[config.mk]
export PLATFORM = sky130hd
export DESIGN_NAME = brps_front
export DESIGN_NICKNAME = d
export VERILOG_FILES = /design/src/sv/brps_pkg.sv /design/src/sv/brps_front.sv
export SDC_FILE = /design/constraint.sdc
export NUM_CORES = 1
export LEC_CHECK = 0
export ABC_AREA = 1
export BUFFER_PORTS_ARGS = -buffer_cell sky130_fd_sc_hd__buf_2
export CAP_MARGIN = 10
export CELL_PAD_IN_SITES_DETAIL_PLACEMENT = 0
export CELL_PAD_IN_SITES_GLOBAL_PLACEMENT = 2
export CORE_MARGIN = 3
export CORE_UTILIZATION = 26
export CTS_CLUSTER_DIAMETER = 150
export CTS_CLUSTER_SIZE = 25
export DETAILED_ROUTE_END_ITERATION = 6
export GPL_TIMING_DRIVEN = 0
export PLACE_DENSITY = 0.86
export SYNTH_ARGS = -nofsm -noshare
export SYNTH_HDL_FRONTEND = slang
export SYNTH_SLANG_ARGS = --single-unit
[constraint.sdc]
create_clock -name aclk -period 3.8 [get_ports aclk]
set_clock_uncertainty 0.15 [all_clocks]
set_input_delay 0.57 -clock aclk [delete_from_list [all_inputs] [get_ports aclk]]
set_output_delay 0.57 -clock aclk [all_outputs]
set_load 0.02 [all_outputs]
[src/sv/brps_pkg.sv]
// Shared types and constants for the bitmap region pixel streamer.
// No dependencies; every other file in this folder imports this package.
package brps_pkg;

    localparam int LOGICAL_COLS_DEF = 120;
    localparam int LOGICAL_ROWS_DEF = 160;
    localparam int SCALE_DEF        = 2;

    localparam int COL_W       = 7;
    localparam int ROW_W       = 8;
    localparam int FADDR_W     = 12;
    localparam int BYTE_W      = 8;
    localparam int JOB_ADDR_W  = 15;
    localparam int S_TDATA_W   = 56;
    localparam int S_TUSER_W   = 2;
    localparam int M_TDATA_W   = 8;
    localparam int M_TUSER_W   = 2;
    localparam int CFG_IDX_W   = 2;
    localparam int QUEUE_DEPTH = 4;
    localparam int START_BYTES = 11;
    localparam int CNT_W       = 4;

    localparam logic [BYTE_W-1:0] PIX_ON        = 8'hFF;
    localparam logic [BYTE_W-1:0] PIX_OFF       = 8'h00;
    localparam logic [BYTE_W-1:0] COL_OP_RESET  = 8'd42;
    localparam logic [BYTE_W-1:0] PAGE_OP_RESET = 8'd43;
    localparam logic [BYTE_W-1:0] MEM_OP_RESET  = 8'd44;

    typedef logic [1:0] action_t;
    localparam action_t ACT_WRITE = 2'd0;
    localparam action_t ACT_START = 2'd1;
    localparam action_t ACT_STEP  = 2'd2;

    typedef logic [CFG_IDX_W-1:0] cfg_idx_t;
    localparam cfg_idx_t REG_COLUMN_OP = 2'd0;
    localparam cfg_idx_t REG_PAGE_OP   = 2'd1;
    localparam cfg_idx_t REG_MEMWR_OP  = 2'd2;

    typedef enum logic [1:0] {
        JOB_WRITE = 2'd0,
        JOB_START = 2'd1,
        JOB_STEP  = 2'd2
    } job_kind_t;

    typedef struct packed {
        job_kind_t             kind;
        logic [JOB_ADDR_W-1:0] addr;
        logic [BYTE_W-1:0]     data;
        logic [2:0]            bit_sel;
        logic                  done;
        logic [COL_W-1:0]      left;
        logic [ROW_W-1:0]      top;
        logic [COL_W-1:0]      right;
        logic [ROW_W-1:0]      bottom;
    } job_t;

    typedef struct packed {
        logic [BYTE_W-1:0] col_op;
        logic [BYTE_W-1:0] page_op;
        logic [BYTE_W-1:0] mem_op;
    } opcodes_t;

endpackage

[src/sv/brps_front.sv]
// Front end: accepts input transactions, tracks window/cursor state and
// turns each valid item into a back-end job. Depends on brps_pkg.
module brps_front import brps_pkg::*; #(
    parameter int LOGICAL_COLS = LOGICAL_COLS_DEF,
    parameter int LOGICAL_ROWS = LOGICAL_ROWS_DEF,
    parameter int SCALE        = SCALE_DEF
) (
    input  logic                 aclk,
    input  logic                 aresetn,
    input  logic                 s_tvalid,
    output logic                 s_tready,
    input  logic [S_TDATA_W-1:0] s_tdata,
    input  logic [S_TUSER_W-1:0] s_tuser,
    input  logic                 q_full,
    output logic                 q_push,
    output job_t                 q_job
);

    localparam int FRAME_BYTES = (LOGICAL_COLS * LOGICAL_ROWS + 7) / 8;
    localparam int IDX_W       = $clog2(LOGICAL_COLS * LOGICAL_ROWS);
    localparam int REP_W       = (SCALE > 1) ? $clog2(SCALE) : 1;

    logic                 busy_reg, busy_next;
    logic [COL_W-1:0]     win_left_reg, win_left_next;
    logic [COL_W-1:0]     win_right_reg, win_right_next;
    logic [ROW_W-1:0]     win_bottom_reg, win_bottom_next;
    logic [COL_W-1:0]     cur_col_reg, cur_col_next;
    logic [ROW_W-1:0]     cur_row_reg, cur_row_next;
    logic [REP_W-1:0]     rep_reg, rep_next;

    action_t              action;
    logic [FADDR_W-1:0]   f_addr;
    logic [BYTE_W-1:0]    f_data;
    logic [COL_W-1:0]     f_left, f_right;
    logic [ROW_W-1:0]     f_top, f_bottom;
    logic                 accept, win_bad, addr_ok;
    logic [IDX_W-1:0]     idx;
    logic                 row_end, rep_end, final_px;

    assign action   = s_tuser;
    assign f_addr   = s_tdata[11:0];
    assign f_data   = s_tdata[19:12];
    assign f_left   = s_tdata[26:20];
    assign f_top    = s_tdata[34:27];
    assign f_right  = s_tdata[41:35];
    assign f_bottom = s_tdata[49:42];

    assign s_tready = !q_full;
    assign accept   = s_tvalid && s_tready;

    assign win_bad = (f_left > f_right) || (f_top > f_bottom)
                   || (32'(f_right) >= 32'(LOGICAL_COLS))
                   || (32'(f_bottom) >= 32'(LOGICAL_ROWS));
    assign addr_ok = 32'(f_addr) < 32'(FRAME_BYTES);

    assign idx      = IDX_W'(32'(cur_row_reg) * 32'(LOGICAL_COLS)) + IDX_W'(cur_col_reg);
    assign row_end  = cur_col_reg == win_right_reg;
    assign rep_end  = 32'(rep_reg) >= 32'(SCALE - 1);
    assign final_px = row_end && rep_end && (cur_row_reg >= win_bottom_reg);

    always_comb begin
        busy_next       = busy_reg;
        win_left_next   = win_left_reg;
        win_right_next  = win_right_reg;
        win_bottom_next = win_bottom_reg;
        cur_col_next    = cur_col_reg;
        cur_row_next    = cur_row_reg;
        rep_next        = rep_reg;
        q_push          = 1'b0;
        q_job           = '0;
        q_job.data      = f_data;
        q_job.left      = f_left;
        q_job.top       = f_top;
        q_job.right     = f_right;
        q_job.bottom    = f_bottom;
        if (accept) begin
            priority if (action == ACT_WRITE) begin
                q_job.kind = JOB_WRITE;
                q_job.addr = JOB_ADDR_W'(f_addr);
                q_push     = addr_ok;
            end else if (action == ACT_START) begin
                q_job.kind = JOB_START;
                if (!win_bad) begin
                    q_push          = 1'b1;
                    busy_next       = 1'b1;
                    win_left_next   = f_left;
                    win_right_next  = f_right;
                    win_bottom_next = f_bottom;
                    cur_col_next    = f_left;
                    cur_row_next    = f_top;
                    rep_next        = '0;
                end
            end else if (action == ACT_STEP) begin
                q_job.kind    = JOB_STEP;
                q_job.addr    = JOB_ADDR_W'(idx >> 3);
                q_job.bit_sel = 3'd7 - idx[2:0];
                q_job.done    = final_px;
                if (busy_reg) begin
                    q_push = 1'b1;
                    if (final_px) begin
                        busy_next = 1'b0;
                    end
                    if (row_end) begin
                        cur_col_next = win_left_reg;
                        if (rep_end) begin
                            rep_next     = '0;
                            cur_row_next = cur_row_reg + 1'b1;
                        end else begin
                            rep_next = rep_reg + 1'b1;
                        end
                    end else begin
                        cur_col_next = cur_col_reg + 1'b1;
                    end
                end
            end else begin
                q_push = 1'b0;
            end
        end
    end

    always_ff @(posedge aclk) begin
        if (!aresetn) begin
            busy_reg       <= 1'b0;
            win_left_reg   <= '0;
            win_right_reg  <= '0;
            win_bottom_reg <= '0;
            cur_col_reg    <= '0;
            cur_row_reg    <= '0;
            rep_reg        <= '0;
        end else begin
            busy_reg       <= busy_next;
            win_left_reg   <= win_left_next;
            win_right_reg  <= win_right_next;
            win_bottom_reg <= win_bottom_next;
            cur_col_reg    <= cur_col_next;
            cur_row_reg    <= cur_row_next;
            rep_reg        <= rep_next;
        end
    end

endmodule

== Word level (Yosys, flattened, before mapping) ==
Index checks and enable logic that the tools add are counted.

* Flip-flop bits (word level): 39
* Logic and storage cells: 80

* Add/sub/neg operators: 5
* Multipliers: 1
* Order comparisons: 7
* Eq/ne operators: 4
* Multiplexer cells: 37
* Bitwise logic cells: 2
* Reduce and logical (&&, ||, !) cells: 17

{| class="wikitable"
|+ Operators with widths
! operator !! number
|-
| $mux W17 || 3
|-
| $mux W8 || 6
|-
| $mux W7 || 5
|-
| $mux W1 || 17
|-
| $mux W4 || 4
|-
| $add A15 B7 Y15 || 1
|-
| $mux W15 || 1
|-
| $lt A12 B12 Y1 const B || 1
|-
| $mul A8 B4 Y12 const B || 1
|-
| $add A8 B1 Y8 const B || 1
|-
| $ge A8 B8 Y1 || 1
|-
| $ge A8 B8 Y1 const B || 1
|-
| $gt A8 B8 Y1 || 1
|-
| $reduce_and A4 Y1 || 2
|-
| $reduce_bool A2 Y1 || 4
|-
| $add A7 B1 Y7 const B || 1
|-
| $eq A7 B7 Y1 || 1
|-
| $ge A7 B7 Y1 const B || 1
|-
| $gt A7 B7 Y1 || 1
|-
| $reduce_and A7 Y1 || 1
|-
| $reduce_and A6 Y1 || 1
|-
| $reduce_and A5 Y1 || 1
|-
| $logic_and A1 B1 Y1 || 3
|-
| $logic_or A1 B1 Y1 || 3
|-
| other kinds (10) || 11
|}

== Depth between registers and ports, before layout ==
* Depth after elaboration: 8
* Mapped depth: 17
* Gate-level depth less buffers: 17

== Least setup slack after synthesis ==
OpenSTA, ideal clock, no wires.

* Kind: register to output
* From: register cur_row_reg[2]
* To: output port q_job[50] in the netlist's numbering
* Arrival: 3.312 ns
* Required time: 3.080 ns
* Slack: -0.232 ns
* Stages on the path, launching flop included: 15
* Buffers on the path: 0
* Cell sequence: dfxtp_1 fa_1 fa_1 inv_1 fa_1 inv_1 ha_1 nand2_1 nor2_1 nor2_1 nor2_1 nand3_1 nor2_1 o21ai_0 o21ai_1

{| class="wikitable"
|+ RTL lines
! element !! RTL line !! RTL
|-
| from (decl) || brps_front.sv:28 || <nowiki>logic [ROW_W-1:0] cur_row_reg, cur_row_next;</nowiki>
|-
| from (signal assigned) || brps_front.sv:136 || <nowiki>cur_row_reg <= cur_row_next;</nowiki>
|-
| to (decl) || brps_front.sv:16 || <nowiki>output job_t q_job</nowiki>
|}

==> impl_metrics.yaml <==
power:
  p_leak_nw: 3.146
  sequentialPowerShare: 0.335
  power.share.switching: 0.3054
  internal_power_uw: 863.1
  max-vdd-ir-drop_mv: 0.1576
  power_density_nw_per_um2: 208.2
  p_clk_frac: 0.404
  combPwrFrac: 0.261
  switchingPower_uw: 379.5
route:
  initialDrtViolationCount: 183
  routed_via_density: 4.403
  drt-total-wl_um: 13450
  final_antenna_net_count: 0
  num_vias: 4645
  first_pass_iters: 4
  drc: 0
  post_drt_wl_per_cell_um: 12.75
worst_setup_path:
  max_stage_delay_ns: 0.52
  cp.arrival_ns: 3.62
  critical_path_class: "reg2out"
  start_kind: "flip-flop"
  critical_path_buf_inv_count: 6
  cp_max_fo: 3
  cp_slowest_cell: "fa_1"
  critPathTopFamily: "adder cells"
  endpoint_kind: "output pin"
  critPathRequiredTime_ns: 3.08
  cp_cell_sequence: "fa_1 > fa_1 > inv_1 > fa_1 > inv_2 > ha_4 > nand2_4 > nor2_4 > nor2_2 > nor2_2 > nand3_2 > buf_4 > buf_6 > buf_6 > nand2_2 > o22ai_2 > buf_6"
cts:
  hold_buffers: 0
  cts_num_sinks: 39
  htree_levels: 2
  cts_root_buf: "clkbuf_16"
  clk_path_buf_depth: 2
  clkSlewWorstSetupHoldPaths_ns: 0.06
  cts_inserted_buffers: 5
  cts_tree: "yes"
  clk_latency_ns: 0.29
sta:
  setup_slack_ns: -0.5367
  worst_pin_slew_ns: 0.7356
  hold_viol_final: 0
  setup_tns_ns: -4.167
  post-route-min-period_ns: 4.337
  rsz0062_at_grt: "yes"
  period_share: 1.141
  slew_viol_final: 0
  max_freq_ghz: 0.2306
  slew_headroom: 0.5078
  setup_viol: 9
place:
  dp_slack_ns: -0.4481
  place_inst: 1021
  hpwl_um: 10970
  gp_congestion: 0.7952
  io_buffers: 104
logic_synthesis:
  syn_area_per_cell_um2: 6.524
  synthCells: 695
  synth_area_leaders: "dfxtp_1 (17%), ha_1 (14%), nand2_1 (14%), inv_1 (8.4%), buf_4 (7.0%)"
  yosysSeqAreaShare: 0.1722
  synth_warnings: 0
  ys_types: 37
  synth_top_area_share: 0.1722
  synth_top_area_cell: "dfxtp_1"
  synth_seq_cells: 39
  syn_area_um2: 4534
finish:
  n_antenna_cell: 0
  num-nets-final: 962
  layout_common_cells: "nand2_1 (156), buf_2 (101), inv_1 (94)"
  drive_above_1_share: 0.3018
  fin_cells: 1055
  fin_util: 0.3548
  mostFrequentLayoutCell: "nand2_1"
  area_delta_synth_final_pct: 31.59
status:
  outcome: "complete, but fails checks"
  violations: "setup timing"
floorplanning:
  initial_core_util: 0.2696
  ioPinCount: 123
  fp.dieH_um: 138.1
  rows: 47
  dieArea_um2: 19060
  coreArea_um2: 16820
  die_width_um: 138.1
worst_hold_path:
  hp-class: "reg2reg"
global_routing:
  grt_antenna_before_repair: 0
  grt_pass1_wl_um: 22560
  grt_pass1_vias: 4674
  grt_max_degree: 13
  overflow: 0
  grt_use_total: 0.1417
flow_run:
  cap_violations: 0
-- repair_timing --
| action | in CTS | in global routing |
|---|---|---|
| setup endpoints to repair | 8 | 9 |
| buffers inserted | 22 | 6 |
| pin swaps | 23 | 14 |
| gates resized for setup | 55 | 20 |
-- final cells by class --
cell class              instances  area (um2)
plain buffers                  60       402.9
repair buffers                130       770.7
flip-flops and latches         39       800.8
clock inverters                 2       35.03
multi-input cells             491        3137
inverters                     107       406.6
clock buffers                   6       138.9
fillers                      1881       10850
well taps                     220       275.3
-- metal layers --
| layer | vias up | track usage | part of all wire |
|---|---|---|---|
| li1 | 2443 | - | - |
| met1 | 2111 | 0.1847 | 0.46 |
| met2 | 82 | 0.2500 | 0.50 |
| met3 | 9 | 0.02555 | 0.038 |
| met4 | 0 | 0.02080 | 0.0065 |
| met5 | - | 0 | 0 |
-- final timing paths --
check                    end            start  slack [ns]  depth (start not counted)
min reg2reg  win_left_reg[1]  win_left_reg[1]        0.31                          2
min          win_left_reg[1]  win_left_reg[1]        0.31                          2
max reg2reg   cur_row_reg[4]   cur_col_reg[3]        1.64                         12
max                q_job[48]   cur_row_reg[0]       -0.54                         17
-- stage by stage --
step	hold slack, ns	total power, mW	cell area [um2]
after floorplan	0.2912	0.6375	4574
after global placement	0.3050	0.7468	5370
after detailed placement	0.3060	0.7472	5370
after CTS	0.3156	1.250	5857
after global routing	0.3429	1.311	5967
final	0.3119	1.243	5967
-- power by group through the flow --
stage,Sequential (mW),Clock [mW],Combinational [mW]
after detailed placement,0.428,0,0.319
after global routing,0.416,0.529,0.366
after floorplan,0.426,0,0.211
after CTS,0.416,0.507,0.327
after global placement,0.428,0,0.319
final,0.416,0.502,0.324
-- synth_stat cells, drive strengths merged --
master,instances
nor3,4
inv,106
o31ai,2
o21a,2
a22o,1
o21ai,29
ha,52
o21bai,1
o22ai,2
xnor2,8
fa,14
a31oi,1
buf,49
nand3b,2
nand2,173
mux2i,1
nor2,74
conb,1
dfxtp,39
clkbuf,11
a21oi,45
nand4,24
clkinv,1
nand3,42
o32ai,1
xor2,10
-- cell families after synthesis --
family,Yosys count,share of synthesized area
other,1,0.0008270
DFF,39,0.1722
muxes,1,0.002208
adders and majority gates,66,0.2053
buffers and inverters,167,0.1774
xor gates and xnor gates,18,0.03642
and+or+nand+nor,319,0.3077
AOI/OAI and AO/OA,84,0.09796
-- worst register-to-register path, cell delays in order (launching register included) --
cell     delay (ns)
dfxtp_1        0.52
xnor2_1        0.20
nand2_2        0.13
nor2_8         0.17
nand2_4        0.12
nand2_4        0.09
nand2_4        0.06
nor2_8         0.14
nand3_2        0.15
buf_6          0.18
nand2_1        0.06
nand2_1        0.04
nor2_1         0.08
Note: power is estimated with default switching activity, not from simulation.
