===== config.mk =====
export PLATFORM = sky130hd
export DESIGN_NAME = brps_queue
export DESIGN_NICKNAME = d
export VERILOG_FILES = /design/src/sv/brps_pkg.sv /design/src/sv/brps_queue.sv
export SDC_FILE = /design/constraint.sdc
export NUM_CORES = 1
export LEC_CHECK = 0
export BUFFER_PORTS_ARGS = -buffer_cell sky130_fd_sc_hd__buf_2
export CAP_MARGIN = 10
export CORE_ASPECT_RATIO = 1.75
export CORE_MARGIN = 2
export CORE_UTILIZATION = 40
export DETAILED_ROUTE_END_ITERATION = 7
export GPL_TIMING_DRIVEN = 0
export SLEW_MARGIN = 25
export SYNTH_ARGS = -nofsm -noshare
export SYNTH_HDL_FRONTEND = slang
export SYNTH_SLANG_ARGS = --single-unit

===== constraint.sdc =====
create_clock -name aclk -period 5.4 [get_ports aclk]
set_input_delay 0.27 -clock aclk [delete_from_list [all_inputs] [get_ports aclk]]
set_output_delay 0.27 -clock aclk [all_outputs]
set_load 0.02 [all_outputs]

===== src/sv/brps_pkg.sv =====
// Shared types and constants for the bitmap region pixel streamer.
// No dependencies; every other file in this folder imports this package.
package brps_pkg;

    localparam int LOGICAL_COLS_DEF = 120;
    localparam int LOGICAL_ROWS_DEF = 160;
    localparam int SCALE_DEF        = 2;

    localparam int COL_W       = 7;
    localparam int ROW_W       = 8;
    localparam int FADDR_W     = 12;
    localparam int BYTE_W      = 8;
    localparam int JOB_ADDR_W  = 15;
    localparam int S_TDATA_W   = 56;
    localparam int S_TUSER_W   = 2;
    localparam int M_TDATA_W   = 8;
    localparam int M_TUSER_W   = 2;
    localparam int CFG_IDX_W   = 2;
    localparam int QUEUE_DEPTH = 4;
    localparam int START_BYTES = 11;
    localparam int CNT_W       = 4;

    localparam logic [BYTE_W-1:0] PIX_ON        = 8'hFF;
    localparam logic [BYTE_W-1:0] PIX_OFF       = 8'h00;
    localparam logic [BYTE_W-1:0] COL_OP_RESET  = 8'd42;
    localparam logic [BYTE_W-1:0] PAGE_OP_RESET = 8'd43;
    localparam logic [BYTE_W-1:0] MEM_OP_RESET  = 8'd44;

    typedef logic [1:0] action_t;
    localparam action_t ACT_WRITE = 2'd0;
    localparam action_t ACT_START = 2'd1;
    localparam action_t ACT_STEP  = 2'd2;

    typedef logic [CFG_IDX_W-1:0] cfg_idx_t;
    localparam cfg_idx_t REG_COLUMN_OP = 2'd0;
    localparam cfg_idx_t REG_PAGE_OP   = 2'd1;
    localparam cfg_idx_t REG_MEMWR_OP  = 2'd2;

    typedef enum logic [1:0] {
        JOB_WRITE = 2'd0,
        JOB_START = 2'd1,
        JOB_STEP  = 2'd2
    } job_kind_t;

    typedef struct packed {
        job_kind_t             kind;
        logic [JOB_ADDR_W-1:0] addr;
        logic [BYTE_W-1:0]     data;
        logic [2:0]            bit_sel;
        logic                  done;
        logic [COL_W-1:0]      left;
        logic [ROW_W-1:0]      top;
        logic [COL_W-1:0]      right;
        logic [ROW_W-1:0]      bottom;
    } job_t;

    typedef struct packed {
        logic [BYTE_W-1:0] col_op;
        logic [BYTE_W-1:0] page_op;
        logic [BYTE_W-1:0] mem_op;
    } opcodes_t;

endpackage


===== src/sv/brps_queue.sv =====
// Short job queue between front and back ends.
// Depends on brps_pkg for the job type and depth.
module brps_queue import brps_pkg::*; (
    input  logic aclk,
    input  logic aresetn,
    input  logic push,
    input  job_t push_job,
    output logic full,
    input  logic pop,
    output job_t head_job,
    output logic head_valid
);

    localparam int PTR_W = $clog2(QUEUE_DEPTH);

    job_t             q_mem [QUEUE_DEPTH];
    logic [PTR_W-1:0] wr_ptr_reg, wr_ptr_next;
    logic [PTR_W-1:0] rd_ptr_reg, rd_ptr_next;
    logic [PTR_W:0]   count_reg, count_next;
    logic             do_push, do_pop;

    assign full       = count_reg == (PTR_W+1)'(QUEUE_DEPTH);
    assign head_valid = count_reg != '0;
    assign head_job   = q_mem[rd_ptr_reg];
    assign do_push    = push && !full;
    assign do_pop     = pop && head_valid;

    always_comb begin
        wr_ptr_next = do_push ? wr_ptr_reg + 1'b1 : wr_ptr_reg;
        rd_ptr_next = do_pop ? rd_ptr_reg + 1'b1 : rd_ptr_reg;
        count_next  = count_reg + (PTR_W+1)'(do_push) - (PTR_W+1)'(do_pop);
    end

    always_ff @(posedge aclk) begin
        if (do_push) begin
            q_mem[wr_ptr_reg] <= push_job;
        end
    end

    always_ff @(posedge aclk) begin
        if (!aresetn) begin
            wr_ptr_reg <= '0;
            rd_ptr_reg <= '0;
            count_reg  <= '0;
        end else begin
            wr_ptr_reg <= wr_ptr_next;
            rd_ptr_reg <= rd_ptr_next;
            count_reg  <= count_next;
        end
    end

endmodule


; Word level (Yosys, flattened, before mapping)
; Memories as Yosys holds them, arrays and structs flattened. A register that Yosys moved wholly into a read port is not among the register bits.
; Cells that the tools add are included.
[op_classes]
order_cmp = 0
bitwise_logic = 0
mul = 0
reduce_logical = 4
n_eq_ne = 1
n_div = 0
n_mux = 4
n_shift = 0
addsub = 4
[op_table]
columns = op, count
row1 = 2-bit by 1-bit adder with 2-bit output (second input constant), 2
row2 = 2-bit two-way mux, 2
row3 = 3-bit by 1-bit adder with 3-bit output, 1
row4 = 3-bit == test (second input constant), 1
row5 = 3-bit nonzero test, 1
row6 = 3-bit by 1-bit subtractor with 3-bit output, 1
row7 = 1-bit logical AND, 2
row8 = 1-bit two-way mux, 2
row9 = 1-bit zero test, 1
[word_totals]
out_inout_bits = 61
inputBits = 63
word_cells = 17
rom_bits = 0
ramBits = 236
regBits = 7
mem_count = 1
latch_bits = 0
[mem_list]
columns = memory, depth, width, rd, rd_ports_with_merged_regs, wr, line
row1 = q_mem, 4, 59, 1, 1, 1, brps_queue.sv:16  ; job_t q_mem [QUEUE_DEPTH];

; Longest topological paths before layout
; Gate-level depths: netlist (run 1).
[logic_depth]
depth_word = 5
mapped_depth = 12
mapped_depth_nobuf = 11

; Least setup slack after synthesis (run 1)
; No wires, ideal clock.
[synth_path]
kind = register -> register
from = reg count_reg[1]
to = mem q_mem[0][0] in the netlist's numbering, enable pin
arrival_ns = 2.360
path_slack_ns = 2.617
n_path_buf = 1
path_stages_with_launch = 5
setup_time_ns = 0.423
cell_sequence = dfxtp_1 -> nor3b_1 -> nor2b_1 -> clkbuf_1 -> and2_1
[synth_via]
elab_chain_cells = 5
[synth_rtl]
columns = item, line
row1 = "start, declared", brps_queue.sv:19  ; logic [PTR_W:0] count_reg, count_next;
row2 = "start signal, assigned", brps_queue.sv:48  ; count_reg <= count_next;
row3 = 3-bit == test, brps_queue.sv:22  ; assign full = count_reg == (PTR_W+1)'(QUEUE_DEPTH);
row4 = net full, brps_queue.sv:8  ; output logic full,
row5 = 1-bit zero test, brps_queue.sv:25  ; assign do_push = push && !full;
row6 = 1-bit logical AND, brps_queue.sv:25
row7 = 1-bit two-way mux, brps_queue.sv:35  ; if (do_push) begin
row8 = 1-bit two-way mux (implied by the code), brps_queue.sv:36  ; q_mem[wr_ptr_reg] <= push_job;
row9 = "end, declared", brps_queue.sv:16
; The timed path passes the listed nets, and every way through them passes these cells.

; Worst setup path in the final report (run 1)
[layout_path]
from = reg count_reg[1]
to = reg count_reg[2]
[layout_via]
elab_chain_cells = 5
[layout_rtl]
columns = item, line
row1 = 3-bit == test, brps_queue.sv:22
row2 = 1-bit zero test, brps_queue.sv:25
row3 = 1-bit logical AND, brps_queue.sv:25
row4 = 3-bit by 1-bit adder with 3-bit output, brps_queue.sv:31  ; count_next = count_reg + (PTR_W+1)'(do_push) - (PTR_W+1)'(do_pop);
row5 = 3-bit by 1-bit subtractor with 3-bit output *, brps_queue.sv:31
; Mark *: on every way between the ends. The rest lies on a longest branch, timed or not.
; A chain may end at the register's enable or synchronous reset.

==> results.toml, run 1 <==
[run_status]
outcome = "finished, final reports clean"

[detailed_routing]
wirelength_um = 16800
wl_per_cell_um = 19.1
dr_total_vias = 4230
initialDrtViolationCount = 282
dr.pass1.iters = 4
ant_nets = 0
drc_errors = 0
via_per_inst = 4.81

[clock_network]
clockBufferDepth = 3
cts_max_level = 1
cts_resized = 0
cts_tree = "done"
clock_sinks = 245
clock_latency_ps = 500
clkSlewWorstSetupHoldPaths_ps = 60
root_buffer = "clkbuf_16"
cts_buffers = 23

[finish]
nFillCells = 1809
area_growth_pct = 25.8
final_cells = 879
multi_input_comb_area_um2 = 1600
layout.nets = 637
fin_area_um2 = 11300
largest_register_ff_count = 236
seqCellArea_um2 = 7270
diodes = 0
drive_gt1_share_pct = 38.8

[synth]
syn_inst = 357
synth_area_um2 = 9000
ys_ff_latch = 245
ys_seq_area_share_pct = 80.8
synth_cell_types = 20
syn_nets = 427
yosys_warnings = 0
syn_area_per_cell_um2 = 25.2

[job]
max-cap-violations = 0

[power]
leakage_nw = 3.83
power_w = 0.00513
p_per_area_nw_per_um2 = 453
vdd_drop_max_uv = 303

[global_routing]
overflow = 0
antenna_found_initial = 0
grt_pass1_wl_um = 26500
track_usage_pct = 14.4
grt_max_degree = 35
first_global_vias = 4817

[die]
io_pins = 124
coreArea_um2 = 22100
fp.dieArea_um2 = 23800
rows = 72
fp.dieH_um = 202
die_w_um = 117
start_util_pct = 40.8

[worst_setup_path]
end_kind = "flip-flop"
crit_fanout = 7
cp_data_required_time_ps = 5800
critPathLaunchType = "flip-flop"
r2r_start = "count_reg[1]$_SDFF_PN0_"
critical_path_class = "flip-flop to flip-flop"
cp-startpoint = "count_reg[1]$_SDFF_PN0_"
cp.arrival_ps = 2940

[placed_design]
place_area_um2 = 10100
place_inst = 779
post-place-ws_ps = 2840
port-buffer-count = 122
post-dp-hpwl_um = 10300
globalplace.congestion = 0.696

[timing]
worst_pin_slew_ps = 695
setup_slack_ps = 2860
clock.fmax_mhz = 393
post-route-min-period_ps = 2540
hold_viol_final = 0
slew_headroom_pct = 53.7
slew_violations = 0
setup_tns_ps = 0
rsz0062_at_grt = "false"
setup_viol = 0
finalCritPeriodShare_pct = 47.1
fin_skew_ps = 11.5

[worst_hold_path]
hp-class = "input port to flip-flop"
min_from = "aresetn"
-- synthesized netlist by cell type --
| cell | number | share of area, % |
|---|---|---|
| o311ai_0 | 1 | 0.097 |
| or3_1 | 1 | 0.070 |
| edfxtp_1 | 236 | 79 |
| dfxtp_1 | 9 | 2.0 |
| mux4_2 | 59 | 15 |
| buf_6 | 1 | 0.13 |
| fa_1 | 1 | 0.22 |
| buf_2 | 3 | 0.17 |
| nor3b_1 | 1 | 0.083 |
| o31a_1 | 1 | 0.097 |
| buf_4 | 4 | 0.33 |
| mux2i_1 | 2 | 0.22 |
| and2_1 | 7 | 0.49 |
| clkbuf_1 | 6 | 0.25 |
| nand2_1 | 4 | 0.17 |
| inv_1 | 5 | 0.21 |
| nor2b_1 | 4 | 0.28 |
| buf_12 | 2 | 0.44 |
| ha_1 | 6 | 0.83 |
| xnor2_1 | 4 | 0.39 |
-- final timing paths --
| path | endpoint | slack (ps) | cells past startpoint |
|---|---|---|---|
| setup reg to reg | count_reg[2]$_SDFF_PN0_ | 2860 | 12 |
| hold / removal | wr_ptr_reg[0]$_SDFFE_PN0P_ | 150 | 3 |
| setup / recovery | count_reg[2]$_SDFF_PN0_ | 2860 | 12 |
| hold reg to reg | wr_ptr_reg[0]$_SDFFE_PN0P_ | 510 | 2 |
-- per-stage QoR --
step / util (%) / hold WS (ps)
finish: 51.3 / 152
global placement: 45.2 / 474
CTS: 51.3 / 128
floorplan: - / 369
global route: 51.3 / 166
detailed placement: 45.6 / 485
-- routing by layer --
layer  global-route usage, %  wire (µm)  up-vias
met5                       0          0        -
met4                    4.56        345        0
met3                    2.26        669       25
li1                        -          -     1921
met1                    16.8       6570     2184
met2                    27.1       9180      100
-- worst max-delay path: stages (launching register included) --
cell,delay (ps)
dfxtp_1,460
nor3b_1,110
nor2b_1,110
clkbuf_1,320
inv_1,80
ha_1,290
inv_1,60
ha_1,140
inv_1,50
fa_1,370
xnor2_1,200
xnor2_1,80
and2_1,150
-- area by class of cell --
class	instances	area share, %
clock inverters	6	0.298
clock buffers	35	5.57
multi-input cells	91	14.2
well taps	296	3.27
repair buffers	185	11.3
plain buffers	16	1.05
flip-flops and latches	245	64.2
inverters	5	0.166
-- placed cells by master, fill, tap and decap left out --
cell,netlist,final
o311ai_0,1,1
nor2b_1,4,4
buf_4,4,4
clkinv_4,0,1
o31a_1,1,1
clkinv_2,0,1
dlygate4sd3_1,0,59
buf_12,2,6
and2_4,0,4
inv_6,0,1
xnor2_1,4,4
clkinv_1,0,3
mux4_2,59,59
inv_1,5,5
edfxtp_1,236,236
buf_6,1,1
clkbuf_16,0,23
clkbuf_1,6,17
and2_1,7,3
or3_1,1,1
clkbuf_8,0,1
nor3b_1,1,1
dfxtp_1,9,9
fa_1,1,1
ha_1,6,6
nand2_1,4,4
mux2i_1,2,2
buf_2,3,125
-- power by group --
part | switching [W] | leakage [nW] | internal, W | total [W]
Combinational | 0.000735 | 1.28 | 0.000590 | 0.00133
Sequential | 0.0000547 | 2.24 | 0.00230 | 0.00236
Clock | 0.000638 | 0.321 | 0.000805 | 0.00144
Total | 0.00143 | 3.83 | 0.00370 | 0.00513
-- logic make-up after synthesis --
family	share of synthesized area, %
flops	80.8
mux	15.0
buf+inv	1.53
simple gates	1.08
fa+ha+maj	1.06
xor+xnor	0.389
compound gates	0.195
-- what timing repair did --
item,CTS,global route
endpoints found under the hold margin,236,0
hold buffers,59,0
setup buffers,0,0
Note: power is estimated with default switching activity, not from simulation.
==> inputs of run 2 (changes only) <==
- clock period: 5.4 -> 2.5 ns (I/O delays scaled with it)
==> results.toml, run 2 (synthesized netlist as in run 1, its figures left out) <==
[detailed_routing]
dr_total_vias = 4281
ant_nets = 0
drc_errors = 0
wl_per_cell_um = 19.2
via_per_inst = 4.88
initialDrtViolationCount = 318
wirelength_um = 16800
dr.pass1.iters = 4

[worst_setup_path]
critical_path_class = "flip-flop to flip-flop"
rrSetupSlack_ps = 190
cp-startpoint = "count_reg[2]$_SDFF_PN0_"
cp-endpoint = "count_reg[2]$_SDFF_PN0_"
r2r_start = "count_reg[2]$_SDFF_PN0_"
cp_data_required_time_ps = 2890
critPathLaunchType = "flip-flop"
crit_chain = "nor3b_2 -> nor2b_1 -> buf_4 -> inv_1 -> ha_1 -> inv_1 -> ha_1 -> inv_1 -> fa_1 -> xnor2_1 -> xnor2_1 -> and2_1"
timing.rr.end = "count_reg[2]$_SDFF_PN0_"
crit_top_cell = "inv_1"
end_kind = "flip-flop"
rr_worst_depth = 12
critPathSlowestCell = "fa_1"
cpPeakStageDelay_ps = 370
cp.arrival_ps = 2690
crit_fanout = 7

[finish]
final_cells = 878
diodes = 0
final_cell_mix = "edfxtp_1, buf_2, dlygate4sd3_1, mux4_2, clkbuf_16"
drive_gt1_share_pct = 39.9
final_common_cell = "edfxtp_1"
area_growth_pct = 26.9
layout.nets = 637
largest_register_ff_count = 236
nFillCells = 1794

[die]
rows = 72
fp.dieH_um = 202
start_util_pct = 40.8
fp.dieArea_um2 = 23800
io_pins = 124
die_w_um = 117
coreArea_um2 = 22100

[job]
max-cap-violations = 0

[power]
p_clk_share_pct = 29.6
switchingPower_w = 0.00309
switching_share_pct = 27.3
pwr-share-comb_pct = 25.4
p_per_area_nw_per_um2 = 993
internal_power_w = 0.00824
power_w = 0.0113
leakage_nw = 3.88
p_seq_share_pct = 45.0
vdd_drop_max_uv = 772

[clock_network]
cts_max_level = 1
cts_buffers = 22
clock_sinks = 245
root_buffer = "clkbuf_16"
cts_tree = "done"
clock_latency_ps = 500
postCtsSetupBuffers = 0
clockBufferDepth = 3
clkSlewWorstSetupHoldPaths_ps = 60

[timing]
finalCritPeriodShare_pct = 92.4
slew_headroom_pct = 55.8
hold_viol_final = 0
clock.fmax_mhz = 433
rsz0062_at_grt = "false"
slew_violations = 0
post-route-min-period_ps = 2310
fin_skew_ps = 10.9
setup_viol = 0
worst_pin_slew_ps = 663
setup_tns_ps = 0

[placed_design]
place_inst = 779
post-dp-hpwl_um = 10800
port-buffer-count = 122
globalplace.congestion = 0.702

[global_routing]
overflow = 0
first_global_vias = 4874
grt_pass1_wl_um = 26600
antenna_found_initial = 0
grt_max_degree = 39
track_usage_pct = 14.5

[run_status]
outcome = "finished, final reports clean"

[worst_hold_path]
hp-class = "input port to flip-flop"
[run 2: routing by layer]
metal	wire [µm]	share of wire (%)	global-route usage, %
met5	0	0	0
met1	5980	36	15.1
met3	549	3.3	2.26
met4	358	2.1	4.73
met2	9940	59	29.2
[run 2: power groups by stage]
stage          clock (W)  combinational, W  sequential, W
3_5_place_dp           0           0.00288        0.00519
2_1_floorplan          0           0.00197        0.00515
4_1_cts          0.00346           0.00297        0.00510
6_report         0.00336           0.00288        0.00509
3_3_place_gp           0           0.00279        0.00517
5_1_grt          0.00360           0.00311        0.00513
[run 2: layout make-up]
class | count | area, µm² | share of cell area (%)
timing repair buffer | 186 | 1310 | 11.4
inverter | 5 | 18.8 | 0.164
multi-input combinational | 91 | 1610 | 14.1
sequential | 245 | 7270 | 63.7
buffer | 16 | 123 | 1.07
clock buffer | 27 | 591 | 5.17
clock inverter | 12 | 131 | 1.15
tap | 296 | 370 | 3.24
[run 2: timing repair]
| item | 4_1_cts | 5_1_grt |
|---|---|---|
| endpoints found under the setup margin | 1 | 1 |
| endpoints found under the hold margin | 239 | 0 |
| resized for setup | 1 | 4 |
| hold buffers | 60 | 0 |
[run 2: metrics by stage]
stage	hold WS, ps	instance area, µm²	setup WS [ps]	util (%)
final	132	11400	191	51.7
after CTS	114	11400	75.4	51.7
after global placement	336	9990	-227	45.3
after global routing	160	11400	9.39	51.7
after floorplan	224	9010	129	-
after detailed placement	343	10100	-32.6	45.7
[run 2: worst min-delay path by stage]
stage | start | to | cells after the start
global route | pop | flip-flop | 4
floorplan | push_job[0] | q_mem[0][0]$_DFFE_PP_ | 0
finish | pop | flip-flop | 4
detailed placement | push_job[19] | q_mem[0][19]$_DFFE_PP_ | 1
CTS | pop | flip-flop | 4
global placement | push_job[47] | q_mem[3][47]$_DFFE_PP_ | 1
[run 2: critical path, delay by kind of cell (launching register included)]
family,cells,cell delay (ps)
adder cells (fa/ha/maj),3,790
AND/OR/NAND/NOR,3,460
flip-flops,1,350
buffers and inverters,4,340
XOR/XNOR,2,270
==> inputs of run 3 (changes only) <==
- ABC_AREA: default -> 1
==> results.toml, run 3 <==
[run_status]
outcome = "finished, final reports clean"

[synth]
ys_ff_latch = 245
synth_top_area_share_pct = 77.0
synth_area_um2 = 9200
synthTopCellsByArea = "edfxtp_1, o21ai_0, nor2_1"
yosys_warnings = 0
synth-main-ff-cell = "edfxtp_1"
syn_inst = 636
yosysMostFrequentCell = "edfxtp_1"
synth_commonest_cells = "edfxtp_1, nor2_1, o21ai_0"
async_reset_ff_share_pct = 0
syn_area_per_cell_um2 = 14.5
syn_nets = 706
synth_cell_types = 20
ys_seq_area_share_pct = 79.0
synth_edf_count = 236
yosys.area.top_type = "edfxtp_1"

[timing]
slew_violations = 0
hold_viol_final = 0
fin_skew_ps = 13.2
clock.fmax_mhz = 435
finalCritPeriodShare_pct = 92.0
rsz0062_at_grt = "false"
whs_ps = 366
setup_viol = 0
post-route-min-period_ps = 2300
worst_pin_slew_ps = 532
slew_headroom_pct = 64.5

[finish]
area_growth_pct = 29.4
nFillCells = 2012
drive_gt1_share_pct = 23.3
largest_register_ff_count = 236
final_core_util_pct = 52.6
fin_area_um2 = 11900
final_cells = 1178
layout.nets = 932
final_common_cell = "edfxtp_1"
final_cell_mix = "edfxtp_1, buf_2, nor2_1, o21ai_0, dlygate4sd3_1"
diodes = 0

[die]
coreArea_um2 = 22700
fp.dieH_um = 205
fp.dieArea_um2 = 24300
rows = 73
io_pins = 124
start_util_pct = 40.6
die_w_um = 119

[worst_setup_path]
critical_path_class = "flip-flop to flip-flop"
r2r_start = "count_reg[1]$_SDFF_PN0_"
rrSetupSlack_ps = 200
critPathSlowestCell = "nand2_1"
cp.arrival_ps = 2700
cp-startpoint = "count_reg[1]$_SDFF_PN0_"
timing.rr.end = "count_reg[2]$_SDFF_PN0_"
cp_data_required_time_ps = 2900
cpPeakStageDelay_ps = 380
worst-path-buf-inv = 2
critPathLaunchType = "flip-flop"
rr_worst_depth = 10
critPathTopFamily = "adder cells"
crit_cells = 10
crit_chain = "nor2_1 -> nand2_1 -> nand2_1 -> ha_1 -> inv_1 -> ha_1 -> inv_1 -> fa_1 -> o21ai_0 -> nor2_1"
crit_fanout = 6
end_kind = "flip-flop"

[worst_hold_path]
min_from = "push_job[8]"
holdPathStages = 2
hp-class = "input port to flip-flop"
whs_endpoint = "q_mem[3][8]$_DFFE_PP_"

[global_routing]
grt_max_degree = 22
antenna_found_initial = 0
track_usage_pct = 17.2
first_global_vias = 5854
grt_pass1_wl_um = 32200
overflow = 0

[placed_design]
port-buffer-count = 123
globalplace.congestion = 0.747
place_area_um2 = 10500
post-dp-hpwl_um = 13800
place_inst = 1071

[detailed_routing]
wl_per_cell_um = 18.0
initialDrtViolationCount = 411
ant_nets = 0
dr_total_vias = 5894
dr.pass1.iters = 6
via_per_inst = 5.00
wirelength_um = 21200
drc_errors = 0

[power]
p_per_area_nw_per_um2 = 981
power_w = 0.0117
vdd_drop_max_uv = 677
leakage_nw = 4.29

[clock_network]
cts_tree = "done"
clock_sinks = 245
root_buffer = "clkbuf_16"
cts_buffers = 22
clkSlewWorstSetupHoldPaths_ps = 60
clockBufferDepth = 3
clock_latency_ps = 500
cts_max_level = 1

[job]
max-cap-violations = 0
## run 3: where the power goes
part	internal (W)	leakage (nW)	switching (W)
clock network	0.00195	0.346	0.00140
logic	0.00107	1.70	0.00216
registers	0.00499	2.24	0.000108
total	0.00802	4.29	0.00367
## run 3: how the worst max path moves through the flow
stage,endpoint,slack [ps]
floorplan,q_mem[0][0]$_DFFE_PP_,-240
global placement,q_mem[3][40]$_DFFE_PP_,-1670
detailed placement,q_mem[1][41]$_DFFE_PP_,-10
CTS,q_mem[3][26]$_DFFE_PP_,90
global route,count_reg[2]$_SDFF_PN0_,20
finish,count_reg[2]$_SDFF_PN0_,200
## run 3: final cells by class
type | count | area (µm²) | share of cell area, %
clock buffer | 30 | 622 | 5.22
timing repair buffer | 202 | 1580 | 13.3
tap | 300 | 375 | 3.15
buffer | 37 | 218 | 1.83
inverter | 17 | 68.8 | 0.578
multi-input combinational | 337 | 1680 | 14.1
clock inverter | 10 | 100 | 0.841
sequential | 245 | 7270 | 61.0
## run 3: routing by layer
metal,GRT usage [%],vias to the layer above,part of all wire [%]
met1,19.9,2881,39
met2,32.2,152,54
met3,2.92,36,4.7
met5,0,-,0
met4,5.31,0,2.2
li1,-,2825,-
## run 3: stage by stage
stage / setup WS, ps / setup TNS [ps]
6_report: 201 / 0
5_1_grt: 16.9 / 0
4_1_cts: 92.4 / 0
3_5_place_dp: -13.6 / -203
3_3_place_gp: -1670 / -375870
2_1_floorplan: -237 / -56010
## run 3: kinds of logic after synthesis
kind of cell / count (synthesis) / share of synthesized area, %
simple gates: 146 / 6.00
buf+inv: 54 / 3.11
compound gates: 184 / 10.9
flops: 245 / 79.0
fa+ha+maj: 7 / 1.03
## run 3: timing repair
action	4_1_cts	5_1_grt
hold buffers	62	0
pin swaps	2	1
endpoints found under the hold margin	245	0
gates resized for setup	0	0
endpoints found under the setup margin	28	13
buffers inserted	2	3
